**src/rtl/core/hmgm_pkg.sv**
```systemverilog
// hmgm_pkg: shared constants, register indexes and types of the heightmap mesh generator
// no dependencies; used by every file in rtl/core
`timescale 1ns / 1ps

package hmgm_pkg;

  // grid limits and field widths
  localparam int unsigned MaxDim   = 4096;
  localparam int unsigned DimW     = $clog2(MaxDim);
  localparam int unsigned CfgDimW  = 13;
  localparam int unsigned SampleW  = 16;
  localparam int unsigned StepW    = 24;
  localparam int unsigned IdxW     = 24;
  localparam int unsigned XW       = 36;
  localparam int unsigned YW       = 40;
  localparam int unsigned TexW     = 17;
  localparam int unsigned CfgAddrW = 2;
  localparam int unsigned CfgDataW = 24;

  // one quotient bit per divider step
  localparam int unsigned DivSteps = TexW;
  localparam int unsigned DivCntW  = $clog2(DivSteps);

  // queue between front and back
  localparam int unsigned DefaultQueueDepth = 4;

  // register indexes
  localparam logic [CfgAddrW-1:0] RegGridWidth      = 2'd0;
  localparam logic [CfgAddrW-1:0] RegGridHeight     = 2'd1;
  localparam logic [CfgAddrW-1:0] RegHorizontalStep = 2'd2;
  localparam logic [CfgAddrW-1:0] RegHeightScale    = 2'd3;

  // register reset values
  localparam logic [CfgDimW-1:0] GridWidthRst      = 13'd256;
  localparam logic [CfgDimW-1:0] GridHeightRst     = 13'd256;
  localparam logic [StepW-1:0]   HorizontalStepRst = 24'd607257;
  localparam logic [StepW-1:0]   HeightScaleRst    = 24'd6554;

  // effective configuration seen by front and back
  typedef struct packed {
    logic [DimW-1:0]  wm1;    // clamped width minus one
    logic [DimW-1:0]  hm1;    // clamped height minus one
    logic [StepW-1:0] step;
    logic [StepW-1:0] scale;
  } cfg_t;

  // one classified word in the queue
  typedef struct packed {
    logic [SampleW-1:0] sample;
    logic [DimW-1:0]    col;
    logic [DimW-1:0]    flip;
    logic               quad;
    logic [IdxW-1:0]    index_a;
  } entry_t;

endpackage

```
**src/rtl/core/hmgm_front.sv**
```systemverilog
// hmgm_front: raster position counters, cell classification and quad base index
// depends on hmgm_pkg
`timescale 1ns / 1ps

module hmgm_front (
  input  logic                          clk_i,
  input  logic                          rst_ni,
  input  hmgm_pkg::cfg_t                cfg_i,
  input  logic                          in_valid_i,
  output logic                          in_ready_o,
  input  logic [hmgm_pkg::SampleW-1:0]  height_sample_i,
  input  logic                          full_i,
  output logic                          push_o,
  output hmgm_pkg::entry_t              entry_o
);

  logic [hmgm_pkg::DimW-1:0] col_q, col_d, row_q, row_d;
  logic [hmgm_pkg::IdxW-1:0] base_q, base_d;
  logic [hmgm_pkg::DimW-1:0] col, row;
  logic [hmgm_pkg::IdxW-1:0] width_ext;
  logic                      fire;

  assign in_ready_o = !full_i;
  assign fire       = in_valid_i && !full_i;
  assign push_o     = fire;

  // full width of a row, for base index steps
  assign width_ext = hmgm_pkg::IdxW'(cfg_i.wm1) + hmgm_pkg::IdxW'(1);

  // counters past the grid count as the last column or row
  assign col = (col_q > cfg_i.wm1) ? cfg_i.wm1 : col_q;
  assign row = (row_q > cfg_i.hm1) ? cfg_i.hm1 : row_q;

  // classify the cell
  always_comb begin
    entry_o.sample  = height_sample_i;
    entry_o.col     = col;
    entry_o.flip    = cfg_i.hm1 - row;
    entry_o.quad    = (col < cfg_i.wm1) && (row < cfg_i.hm1);
    entry_o.index_a = base_q + hmgm_pkg::IdxW'(col);
  end

  // advance position, wrap after the last sample
  always_comb begin
    col_d  = col_q;
    row_d  = row_q;
    base_d = base_q;
    if (fire) begin
      if (col_q >= cfg_i.wm1) begin
        col_d = '0;
        if (row_q >= cfg_i.hm1) begin
          row_d  = '0;
          base_d = '0;
        end else begin
          row_d  = row_q + hmgm_pkg::DimW'(1);
          base_d = base_q + width_ext;
        end
      end else begin
        col_d = col_q + hmgm_pkg::DimW'(1);
      end
    end
  end

  always_ff @(posedge clk_i or negedge rst_ni) begin
    if (!rst_ni) begin
      col_q  <= '0;
      row_q  <= '0;
      base_q <= '0;
    end else begin
      col_q  <= col_d;
      row_q  <= row_d;
      base_q <= base_d;
    end
  end

endmodule

```
**src/rtl/core/hmgm_queue.sv**
```systemverilog
// hmgm_queue: short register queue of classified words between front and back
// depends on hmgm_pkg
`timescale 1ns / 1ps

module hmgm_queue #(
  parameter int unsigned Depth = hmgm_pkg::DefaultQueueDepth
) (
  input  logic             clk_i,
  input  logic             rst_ni,
  input  logic             push_i,
  input  hmgm_pkg::entry_t entry_i,
  output logic             full_o,
  input  logic             pop_i,
  output logic             empty_o,
  output hmgm_pkg::entry_t entry_o
);

  localparam int unsigned PtrW = (Depth > 1) ? $clog2(Depth) : 1;
  localparam int unsigned CntW = $clog2(Depth + 1);

  hmgm_pkg::entry_t  mem_q [Depth];
  logic [PtrW-1:0]   wptr_q, rptr_q;
  logic [CntW-1:0]   cnt_q;
  logic              do_push, do_pop;

  assign full_o  = (cnt_q == CntW'(Depth));
  assign empty_o = (cnt_q == '0);
  assign do_push = push_i && !full_o;
  assign do_pop  = pop_i && !empty_o;
  assign entry_o = mem_q[rptr_q];

  // pointers and fill count
  always_ff @(posedge clk_i or negedge rst_ni) begin
    if (!rst_ni) begin
      wptr_q <= '0;
      rptr_q <= '0;
      cnt_q  <= '0;
    end else begin
      if (do_push) begin
        wptr_q <= (wptr_q == PtrW'(Depth - 1)) ? '0 : wptr_q + PtrW'(1);
      end
      if (do_pop) begin
        rptr_q <= (rptr_q == PtrW'(Depth - 1)) ? '0 : rptr_q + PtrW'(1);
      end
      if (do_push && !do_pop) begin
        cnt_q <= cnt_q + CntW'(1);
      end else if (do_pop && !do_push) begin
        cnt_q <= cnt_q - CntW'(1);
      end
    end
  end

  // storage
  always_ff @(posedge clk_i) begin
    if (do_push) begin
      mem_q[wptr_q] <= entry_i;
    end
  end

endmodule

```
**src/rtl/core/hmgm_back.sv**
```systemverilog
// hmgm_back: position products, texture coordinate divider and result register
// depends on hmgm_pkg
`timescale 1ns / 1ps

module hmgm_back (
  input  logic                         clk_i,
  input  logic                         rst_ni,
  input  hmgm_pkg::cfg_t               cfg_i,
  input  logic                         empty_i,
  input  hmgm_pkg::entry_t             entry_i,
  output logic                         pop_o,
  output logic                         out_valid_o,
  input  logic                         out_ready_i,
  output logic [hmgm_pkg::XW-1:0]      x_position_o,
  output logic [hmgm_pkg::YW-1:0]      y_position_o,
  output logic [hmgm_pkg::XW-1:0]      z_position_o,
  output logic [hmgm_pkg::TexW-1:0]    tex_u_o,
  output logic [hmgm_pkg::TexW-1:0]    tex_v_o,
  output logic                         has_quad_o,
  output logic [hmgm_pkg::IdxW-1:0]    index_a_o,
  output logic [hmgm_pkg::IdxW-1:0]    index_b_o,
  output logic [hmgm_pkg::IdxW-1:0]    index_c_o,
  output logic [hmgm_pkg::IdxW-1:0]    index_d_o,
  output logic [hmgm_pkg::IdxW-1:0]    index_e_o,
  output logic [hmgm_pkg::IdxW-1:0]    index_f_o
);

  localparam int unsigned RemW = hmgm_pkg::DimW + 1;

  localparam logic [1:0] StIdle = 2'd0;
  localparam logic [1:0] StDiv  = 2'd1;
  localparam logic [1:0] StDone = 2'd2;

  logic [1:0]                      state_q, state_d;
  logic [hmgm_pkg::DivCntW-1:0]    cnt_q;
  logic [RemW-1:0]                 ru_q, rv_q, du, dv, sub_u, sub_v;
  logic                            ge_u, ge_v;
  logic [hmgm_pkg::TexW-1:0]       qu_q, qv_q;
  logic [hmgm_pkg::XW-1:0]         x_q, z_q, prod_x, prod_z;
  logic [hmgm_pkg::YW-1:0]         y_q, prod_y;
  logic                            quad_q;
  logic [hmgm_pkg::IdxW-1:0]       idx_q, width_ext;
  logic                            load, step, emit, out_free;

  assign out_free  = !out_valid_o || out_ready_i;
  assign load      = (state_q == StIdle) && !empty_i;
  assign step      = (state_q == StDiv);
  assign emit      = (state_q == StDone) && out_free;
  assign pop_o     = load;
  assign width_ext = hmgm_pkg::IdxW'(cfg_i.wm1) + hmgm_pkg::IdxW'(1);

  // position products, registered on load
  assign prod_x = entry_i.col * cfg_i.step;
  assign prod_z = entry_i.flip * cfg_i.step;
  assign prod_y = entry_i.sample * cfg_i.scale;

  // one restoring divide step per cycle for both texture coordinates
  assign du    = {1'b0, cfg_i.wm1};
  assign dv    = {1'b0, cfg_i.hm1};
  assign ge_u  = (ru_q >= du);
  assign ge_v  = (rv_q >= dv);
  assign sub_u = ge_u ? ru_q - du : ru_q;
  assign sub_v = ge_v ? rv_q - dv : rv_q;

  // sequencer
  always_comb begin
    state_d = state_q;
    unique case (state_q)
      StIdle: if (load) state_d = StDiv;
      StDiv: begin
        if (cnt_q == hmgm_pkg::DivCntW'(hmgm_pkg::DivSteps - 1)) state_d = StDone;
      end
      StDone: if (emit) state_d = StIdle;
      default: state_d = StIdle;
    endcase
  end

  always_ff @(posedge clk_i or negedge rst_ni) begin
    if (!rst_ni) begin
      state_q     <= StIdle;
      cnt_q       <= '0;
      out_valid_o <= 1'b0;
    end else begin
      state_q <= state_d;
      if (load) begin
        cnt_q <= '0;
      end else if (step) begin
        cnt_q <= cnt_q + hmgm_pkg::DivCntW'(1);
      end
      if (emit) begin
        out_valid_o <= 1'b1;
      end else if (out_ready_i) begin
        out_valid_o <= 1'b0;
      end
    end
  end

  // working registers
  always_ff @(posedge clk_i) begin
    if (load) begin
      x_q    <= prod_x;
      y_q    <= prod_y;
      z_q    <= prod_z;
      quad_q <= entry_i.quad;
      idx_q  <= entry_i.index_a;
      ru_q   <= RemW'(entry_i.col);
      rv_q   <= RemW'(entry_i.flip);
      qu_q   <= '0;
      qv_q   <= '0;
    end else if (step) begin
      ru_q <= {sub_u[hmgm_pkg::DimW-1:0], 1'b0};
      rv_q <= {sub_v[hmgm_pkg::DimW-1:0], 1'b0};
      qu_q <= {qu_q[hmgm_pkg::TexW-2:0], ge_u};
      qv_q <= {qv_q[hmgm_pkg::TexW-2:0], ge_v};
    end
  end

  // result register, indices zero without a quad
  always_ff @(posedge clk_i) begin
    if (emit) begin
      x_position_o <= x_q;
      y_position_o <= y_q;
      z_position_o <= z_q;
      tex_u_o      <= qu_q;
      tex_v_o      <= qv_q;
      has_quad_o   <= quad_q;
      index_a_o    <= quad_q ? idx_q : '0;
      index_b_o    <= quad_q ? idx_q + hmgm_pkg::IdxW'(1) : '0;
      index_c_o    <= quad_q ? idx_q + width_ext : '0;
      index_d_o    <= quad_q ? idx_q + hmgm_pkg::IdxW'(1) : '0;
      index_e_o    <= quad_q ? idx_q + width_ext + hmgm_pkg::IdxW'(1) : '0;
      index_f_o    <= quad_q ? idx_q + width_ext : '0;
    end
  end

endmodule

```
**src/rtl/core/heightmap_grid_mesh_generator.sv**
```systemverilog
// heightmap_grid_mesh_generator: top level, configuration registers and front/queue/back
// depends on hmgm_pkg, hmgm_front, hmgm_queue, hmgm_back
`timescale 1ns / 1ps

// Height samples enter in row-major order, one word per sample, and each gives one
// result word: vertex position, texture coordinates and, away from the last row and
// column, the six indices of the grid quad. The front counts raster position and
// accepts a sample per cycle while the queue (QueueDepth words) has room; the back
// takes one queued word at a time: a load step with the three position multiplies,
// restoring divide steps that produce both 17-bit texture coordinates one quotient
// bit at a time, and a step into the result register once it is free; that register
// lets the back start the next word while a result waits. The user must write the
// configuration registers only while no work is in flight; the block does not enforce it.

module heightmap_grid_mesh_generator #(
  parameter int unsigned QueueDepth = hmgm_pkg::DefaultQueueDepth
) (
  input  logic                          clk_i,
  input  logic                          rst_ni,
  input  logic                          cfg_we_i,
  input  logic [hmgm_pkg::CfgAddrW-1:0] cfg_addr_i,
  input  logic [hmgm_pkg::CfgDataW-1:0] cfg_wdata_i,
  input  logic                          in_valid_i,
  output logic                          in_ready_o,
  input  logic [hmgm_pkg::SampleW-1:0]  height_sample_i,
  output logic                          out_valid_o,
  input  logic                          out_ready_i,
  output logic [hmgm_pkg::XW-1:0]       x_position_o,
  output logic [hmgm_pkg::YW-1:0]       y_position_o,
  output logic [hmgm_pkg::XW-1:0]       z_position_o,
  output logic [hmgm_pkg::TexW-1:0]     tex_u_o,
  output logic [hmgm_pkg::TexW-1:0]     tex_v_o,
  output logic                          has_quad_o,
  output logic [hmgm_pkg::IdxW-1:0]     index_a_o,
  output logic [hmgm_pkg::IdxW-1:0]     index_b_o,
  output logic [hmgm_pkg::IdxW-1:0]     index_c_o,
  output logic [hmgm_pkg::IdxW-1:0]     index_d_o,
  output logic [hmgm_pkg::IdxW-1:0]     index_e_o,
  output logic [hmgm_pkg::IdxW-1:0]     index_f_o
);

  logic [hmgm_pkg::CfgDimW-1:0] grid_width_q, grid_height_q;
  logic [hmgm_pkg::StepW-1:0]   horizontal_step_q, height_scale_q;
  hmgm_pkg::cfg_t               cfg;
  hmgm_pkg::entry_t             push_entry, head_entry;
  logic                         push, pop, full, empty;

  // configuration registers
  always_ff @(posedge clk_i or negedge rst_ni) begin
    if (!rst_ni) begin
      grid_width_q      <= hmgm_pkg::GridWidthRst;
      grid_height_q     <= hmgm_pkg::GridHeightRst;
      horizontal_step_q <= hmgm_pkg::HorizontalStepRst;
      height_scale_q    <= hmgm_pkg::HeightScaleRst;
    end else if (cfg_we_i) begin
      unique case (cfg_addr_i)
        hmgm_pkg::RegGridWidth:      grid_width_q <= cfg_wdata_i[hmgm_pkg::CfgDimW-1:0];
        hmgm_pkg::RegGridHeight:     grid_height_q <= cfg_wdata_i[hmgm_pkg::CfgDimW-1:0];
        hmgm_pkg::RegHorizontalStep: horizontal_step_q <= cfg_wdata_i[hmgm_pkg::StepW-1:0];
        hmgm_pkg::RegHeightScale:    height_scale_q <= cfg_wdata_i[hmgm_pkg::StepW-1:0];
        default: ;
      endcase
    end
  end

  // clamped dimensions minus one
  function automatic logic [hmgm_pkg::DimW-1:0] dim_m1(
    input logic [hmgm_pkg::CfgDimW-1:0] v
  );
    logic [hmgm_pkg::CfgDimW-1:0] t;
    t = v - hmgm_pkg::CfgDimW'(1);
    if (v < hmgm_pkg::CfgDimW'(2)) begin
      return hmgm_pkg::DimW'(1);
    end else if (v > hmgm_pkg::CfgDimW'(hmgm_pkg::MaxDim)) begin
      return hmgm_pkg::DimW'(hmgm_pkg::MaxDim - 1);
    end
    return t[hmgm_pkg::DimW-1:0];
  endfunction

  always_comb begin
    cfg.wm1   = dim_m1(grid_width_q);
    cfg.hm1   = dim_m1(grid_height_q);
    cfg.step  = horizontal_step_q;
    cfg.scale = height_scale_q;
  end

  hmgm_front u_front (
    .clk_i           (clk_i),
    .rst_ni          (rst_ni),
    .cfg_i           (cfg),
    .in_valid_i      (in_valid_i),
    .in_ready_o      (in_ready_o),
    .height_sample_i (height_sample_i),
    .full_i          (full),
    .push_o          (push),
    .entry_o         (push_entry)
  );

  hmgm_queue #(
    .Depth (QueueDepth)
  ) u_queue (
    .clk_i   (clk_i),
    .rst_ni  (rst_ni),
    .push_i  (push),
    .entry_i (push_entry),
    .full_o  (full),
    .pop_i   (pop),
    .empty_o (empty),
    .entry_o (head_entry)
  );

  hmgm_back u_back (
    .clk_i        (clk_i),
    .rst_ni       (rst_ni),
    .cfg_i        (cfg),
    .empty_i      (empty),
    .entry_i      (head_entry),
    .pop_o        (pop),
    .out_valid_o  (out_valid_o),
    .out_ready_i  (out_ready_i),
    .x_position_o (x_position_o),
    .y_position_o (y_position_o),
    .z_position_o (z_position_o),
    .tex_u_o      (tex_u_o),
    .tex_v_o      (tex_v_o),
    .has_quad_o   (has_quad_o),
    .index_a_o    (index_a_o),
    .index_b_o    (index_b_o),
    .index_c_o    (index_c_o),
    .index_d_o    (index_d_o),
    .index_e_o    (index_e_o),
    .index_f_o    (index_f_o)
  );

endmodule

```
**config.mk**
```make
export PLATFORM = sky130hd
export DESIGN_NAME = heightmap_grid_mesh_generator
export DESIGN_NICKNAME = d
export VERILOG_FILES = /design/src/rtl/core/hmgm_pkg.sv /design/src/rtl/core/hmgm_front.sv /design/src/rtl/core/hmgm_queue.sv /design/src/rtl/core/hmgm_back.sv /design/src/rtl/core/heightmap_grid_mesh_generator.sv
export SDC_FILE = /design/constraint.sdc
export NUM_CORES = 2
export LEC_CHECK = 0
export BUFFER_PORTS_ARGS = -buffer_cell sky130_fd_sc_hd__buf_2
export CORE_MARGIN = 2
export CORE_UTILIZATION = 40
export DETAILED_ROUTE_END_ITERATION = 6
export GPL_TIMING_DRIVEN = 0
export PLACE_DENSITY = 0.58
export SLEW_MARGIN = 30
export SYNTH_ARGS = -nofsm -noshare
export SYNTH_HDL_FRONTEND = slang
export SYNTH_SLANG_ARGS = --single-unit
```
**constraint.sdc**
```tcl
create_clock -name clk_i -period 13.8 [get_ports clk_i]
set_input_delay 0.69 -clock clk_i [delete_from_list [all_inputs] [get_ports clk_i]]
set_output_delay 0.69 -clock clk_i [all_outputs]
set_load 0.03 [all_outputs]
```
Word-level counts from Yosys, hierarchy flattened

Memories as Yosys holds them, arrays and structs flattened.
Cells that the tools add are included.
W data, S select, Z words.

Logic and storage cells: 141
RAM bits: 260
Memories: 1
Register bits after elaboration: 577

Muxes and demuxes: 35
Equal/unequal tests: 12
$lt $le $gt $ge: 12
Multipliers: 3
$add $sub $neg: 18
Reductions and logical operators: 26

Memories:

| name          | depth | bits a word | read ports | clocked after memory_dff | write ports | line             | source |
|---|---|---|---|---|---|---|---|
| u_queue.mem_q | 4     | 65          | 1          | 0                        | 1           | hmgm_queue.sv:21 | `hmgm_pkg::entry_t mem_q [Depth];` |

Operators with widths:

| kind                    | count |
|---|---|
| $mux W12                | 16 |
| $mul A12 B24 Y36        | 2 |
| $add A24 B1 Y24 const B | 2 |
| $add A24 B24 Y24        | 2 |
| $mul A16 B24 Y40        | 1 |
| $sub A12 B12 Y12        | 3 |
| $ge A13 B12 Y1          | 2 |
| $gt A13 B13 Y1 const B  | 2 |
| $lt A13 B2 Y1 const B   | 2 |
| $add A12 B1 Y12 const B | 2 |
| $add A24 B12 Y24        | 1 |
| $ge A12 B12 Y1          | 2 |
| $gt A12 B12 Y1          | 2 |
| $lt A12 B12 Y1          | 2 |
| $mux W24                | 1 |
| $sub A12 B1 Y12 const B | 2 |
| $add A12 B1 Y13 const B | 1 |
| $eq A2 B2 Y1 const B    | 5 |
| $mux W2                 | 5 |
| $mux W5                 | 2 |
| $reduce_and A2 Y1       | 5 |
| $logic_and A1 B1 Y1     | 8 |
| $mux W1                 | 8 |
| $mux W3                 | 2 |
| 16 further kinds        | 26 |

Longest topological paths before layout

Depth in word-level cells: 8
Mapped depth: 31
Mapped depth without buffers: 30

Modules after synthesis

Synthesis repeated with hierarchy kept, for this count alone.

Cell total of the unflattened synthesis: 6033
Area, all modules: 66555.1 um2

By module, submodules not included:

| module                        | seq. area each (um2) | cells an instance | times used | area each (um2) |
|---|---|---|---|---|
| hmgm_back                     | 13052.5              | 4726              | 1          | 47835.9 |
| hmgm_queue                    | 7982.7               | 377               | 1          | 9855.7 |
| hmgm_front                    | 1201.2               | 678               | 1          | 5516.5 |
| heightmap_grid_mesh_generator | 1871.8               | 252               | 1          | 3347.0 |

Worst setup path after synthesis

No wires, ideal clock.

Kind: input to register
Start: in out_ready_i
End: reg u_back.has_quad_o (enable)
Setup slack: 1455 ps
Path buffers: 0
Arrival time: 11465 ps
Library setup time: 880 ps
Stages: 2
Cell sequence: nand2b_1 nor2b_1

Longest elaborated chain between the ends: 2

Ends and longest elaborated chain:

| element               | line                                | source |
|---|---|---|
| start, declared       | heightmap_grid_mesh_generator.sv:27 | `input logic out_ready_i,` |
| $logic_or A1 B1 Y1    | hmgm_back.sv:45                     | `assign out_free = !out_valid_o \|\| out_ready_i;` |
| $logic_and A1 B1 Y1   | hmgm_back.sv:48                     | `assign emit = (state_q == StDone) && out_free;` |
| named net u_back.emit | hmgm_back.sv:43                     | `logic load, step, emit, out_free;` |
| end signal, assigned  | hmgm_back.sv:126                    | `has_quad_o <= quad_q;` |
| end, declared         | hmgm_back.sv:19                     | `output logic has_quad_o,` |

The timed path passes the listed nets, and every way through them passes these cells.
A chain may end at the register's enable or synchronous reset.

Worst setup path in the final report

Start: reg u_queue.rptr_q[1]
End: reg u_back.z_q[35] (netlist name) (data pin)

Longest elaborated chain between the ends: 2

Ends and longest elaborated chain:

| element                           | line             | source |
|---|---|---|
| start, declared                   | hmgm_queue.sv:22 | `logic [PtrW-1:0] wptr_q, rptr_q;` |
| start signal, assigned            | hmgm_queue.sv:43 | `rptr_q <= (rptr_q == PtrW'(Depth - 1)) ? '0 : rptr_q + PtrW'(1);` |
| $mem_v2 Z4 W65                    | -                |  |
| $mul A12 B24 Y36                  | hmgm_back.sv:54  | `assign prod_z = entry_i.flip * cfg_i.step;` |
| named net u_back.prod_z (one bit) | hmgm_back.sv:39  | `logic [hmgm_pkg::XW-1:0] x_q, z_q, prod_x, prod_z;` |
| end signal, assigned              | hmgm_back.sv:103 | `z_q <= prod_z;` |
| end, declared                     | hmgm_back.sv:39  |  |

The timed path passes the listed nets, and every way through them passes these cells.

==> summary.txt <==
Min path
  – Worst hold start: height_sample_i[7]
  – Hold Crit Class: primary input to flop

Placed design
  – Hpwl dp: 141 mm
  – Final GP Congestion: 0.912
  – Placed cells: 8,473
  – Pre-CTS setup slack: 4.17 ns
  – # port buffers: 339

Worst setup path
  – Critical path required time: 14.28 ns
  – CP max stage delay: 0.74 ns
  – Worst Setup SP: u_queue.rptr_q[1]
  – Critical path endpoint category: flop
  – Worst setup path class: flop to flop
  – Startpoint Class: flop
  – Worst path slowest cell: clkbuf_1
  – Critical path peak fanout: 10
  – Crit path top cell by count: fa_1
  – Crit path DAT: 10.19 ns
  – CP Cell Sequence: clkbuf_1 > buf_1 > mux4_2 > clkbuf_1 > nand2_1 > fa_1 > inv_1 > fa_1 > inv_1 > fa_1 > inv_1 > fa_1 > fa_1 > ha_1 > a2111oi_0 > o21ai_1 > a32oi_1 > o221ai_1 > a21oi_1 > o311a_1 > a21oi_1 > a211o_1 > a21oi_1 > xnor2_1
  – Reg-to-reg critical path startpoint: u_queue.rptr_q[1]

Cells and area
  – Layout cells sized above 1: 11.9%
  – Final #Nets: 7,581
  – Post-route insts no fill: 8,659
  – Area Growth Syn to Fin: 12.9%
  – Util after Layout: 45.5%

Routing
  – Detailed Routing Iterations Pass 1: 5
  – Number of antenna-violating nets in the routed design: 0
  – Via density: 5.15
  – DRC viols: 0
  – DRT iter0 DRCs: 3,181
  – Vias: 44,589
  – Final WL: 180 mm
  – Wire per inst: 20.8 µm

Clock tree
  – Clk_lat worst skew: 0.75 ns
  – CTS sink cnt: 837
  – H-tree Lvls: 3
  – Worst-path clk slew: 0.06 ns
  – CTS buffer count: 96
  – Gates resized, CTS repair: 0
  – Clock buffer depth: 3
  – Setup Fix Bufs, Post-CTS: 0
  – CTS tree: built
  – Clk root buf: clkbuf_16

Run
  – Total of max-cap violations: 0

Floorplanning
  – Core Region: 0.163 mm²
  – Die Width: 409 µm
  – Starting density of the core: 40.3%
  – Rows: 148
  – Die Height: 409 µm
  – Die Footprint: 0.167 mm²
  – I/O Pins: 340

Timing
  – Relative slew slack: 31.0%
  – Period utilization: 70.4%
  – Max Fclk: 0.103 GHz
  – Clock Skew: 0.0808 ns
  – Count of final setup violators: 0
  – RSZ-0062 raised after global routing: no
  – Slew Limit Fails: 0
  – Hold Fails Final Rpt: 0
  – Post-layout min period: 9.71 ns
  – Worst setup margin: 4.09 ns
  – Slew @ Worst Pin: 1.01 ns

Synth
  – Simple-gate area share of the yosys netlist: 12.8%
  – Largest family of logic cells by synthesized area: adder cells
  – Post-synth top area cell: edfxtp_1
  – Top FF cell, synth: edfxtp_1
  – Post-synthesis mux area share: 4.13%
  – Synth Area in Adders: 30.4%
  – YS warnings: 0
  – Post-synth EDFFs: 664
  – Synthesized area: 0.0655 mm²
  – Ys async rst share: 16.4%
  – Syn Area/Cell: 11.0 µm²
  – Ranking of synthesized cells by area: edfxtp_1 30%, fa_1 23%, ha_1 7.3%
  – Synth Area in Compound Gates: 5.76%
  – Post-synthesis sequential area ratio: 36.8%
  – Yosys cell types: 83
  – Xor/xnor share of the synthesized area: 3.18%
  – Cells after synthesis: 5,936
  – Synthesis-stage register bit count: 837
  – Synth top area share: 30.5%
  – Post-Syn Nets: 7,120

Global route
  – Total GRT Usage: 21.8%
  – Initial antenna violation count: 36
  – First-pass GRT wire length: 278 mm
  – Remaining Overflow, GRT: 0
  – Number of global-route vias before repair: 45,962
  – Largest net degree at the start of global routing: 78

Status
  – Status: complete, no violations
synth_stat cells (77+ instances only):
library cell,count
mux2_2,77
nand2_1,870
a21oi_1,172
and2_1,384
xnor2_1,154
inv_1,862
edfxtp_1,664
xor2_1,84
o21ai_0,170
nor2_1,219
clkbuf_1,217
dfrtp_1,121
ha_1,384
fa_1,753
registers in the layout, summed over array words and instances (netlist names), 17 cells and up:
| name | count |
|---|---|
| u_queue.mem_q | 260 |
| u_back.y_position_o | 40 |
| u_back.y_q | 40 |
| u_back.x_position_o | 36 |
| u_back.x_q | 36 |
| u_back.z_position_o | 36 |
| u_back.z_q | 36 |
| height_scale_q | 24 |
| horizontal_step_q | 24 |
| u_back.idx_q | 24 |
| u_back.index_a_o | 24 |
| u_back.index_c_o | 24 |
| u_back.index_d_o | 24 |
| u_back.index_e_o | 24 |
| u_front.base_q | 24 |
| u_back.qu_q | 17 |
| u_back.qv_q | 17 |
| u_back.tex_u_o | 17 |
| u_back.tex_v_o | 17 |
kinds of logic (layout without fill, tap and decap cells):
| group | Yosys count | after routing |
|---|---|---|
| other cells | 0 | 4 |
| compound gates | 607 | 607 |
| simple gates | 1788 | 1788 |
| xor+xnor | 238 | 238 |
| flops | 837 | 837 |
| fa+ha+maj | 1137 | 1137 |
| mux | 179 | 179 |
| buf+inv | 1150 | 1694 |
path summary, 6_finish.rpt:
path	cells past startpoint	slack [ns]	endpoint
worst min-delay path	1	0.16	u_queue.mem_q[0][56]
worst max register to register	24	4.09	u_back.z_q[35]
worst min register to register	0	0.41	u_back.y_position_o[23]
worst max-delay path	24	4.09	u_back.z_q[35]
max in group asynchronous	3	12.45	horizontal_step_q[3]
min in group asynchronous	2	0.47	grid_height_q[2]
placed cells by master, fill, tap and decap left out, types with 22 or more instances in the layout:
cell type / count
a211oi_1: 22
a21o_1: 58
a21oi_1: 172
and2_1: 384
and3_1: 29
buf_2: 347
buf_4: 53
clkbuf_1: 239
clkbuf_16: 99
dfrtp_1: 121
dfxtp_1: 36
edfxtp_1: 664
fa_1: 753
ha_1: 384
inv_1: 861
mux2_2: 77
mux2i_1: 35
mux4_2: 65
nand2_1: 870
nand2b_1: 27
nand3_1: 65
nand4_1: 32
nor2_1: 219
nor2b_1: 30
nor3_1: 42
o21a_1: 27
o21ai_0: 168
o31ai_1: 26
or3_1: 34
xnor2_1: 154
xor2_1: 84
through the flow:
stage | TNS (ns) | instance area [µm²] | hold slack, ns
CTS | 0 | 73900 | 0.104
global route | 0 | 73900 | 0.118
floorplan | 0 | 65500 | 0.394
global placement | -1166.51 | 69900 | 0.403
detailed placement | 0 | 70500 | 0.405
finish | 0 | 73900 | 0.163
cell type report:
type / count / area (µm²)
Fill cell: 15325 / 88700
Multi-Input combinational cell: 3949 / 36900
Sequential cell: 837 / 24100
Inverter: 863 / 3240
Tap cell: 2175 / 2720
Clock buffer: 132 / 2690
Timing Repair Buffer: 363 / 2320
Buffer: 287 / 1290
Clock inverter: 49 / 668
Antenna cell: 4 / 10.0
routing by layer:
| layer | GRT usage [%] | up-vias | routed length, µm |
|---|---|---|---|
| met5 | 0 | - | 163 |
| met4 | 7.39 | 30 | 6530 |
| met3 | 4.21 | 313 | 14200 |
| met2 | 34.3 | 1411 | 81400 |
| met1 | 30.3 | 22582 | 77500 |
| li1 | - | 20253 | - |
repair_timing:
action | CTS | global route
endpoints found under the setup margin | 0 | 0
hold buffers | 1 | 0
endpoints found under the hold margin | 58 | 0
critical path, delay by kind of cell (launching register included):
family	cells	cell delay (ns)
muxes	1	0.54
AOI/OAI and AO/OA	9	3.02
DFF	1	0.38
xor gates and xnor gates	1	0.11
adders and majority gates	6	2.90
buffers and inverters	6	2.25
and+or+nand+nor	1	0.18
Power is not shown: default switching activity piles up to over one toggle a cycle in this logic, so the estimate is an artifact.
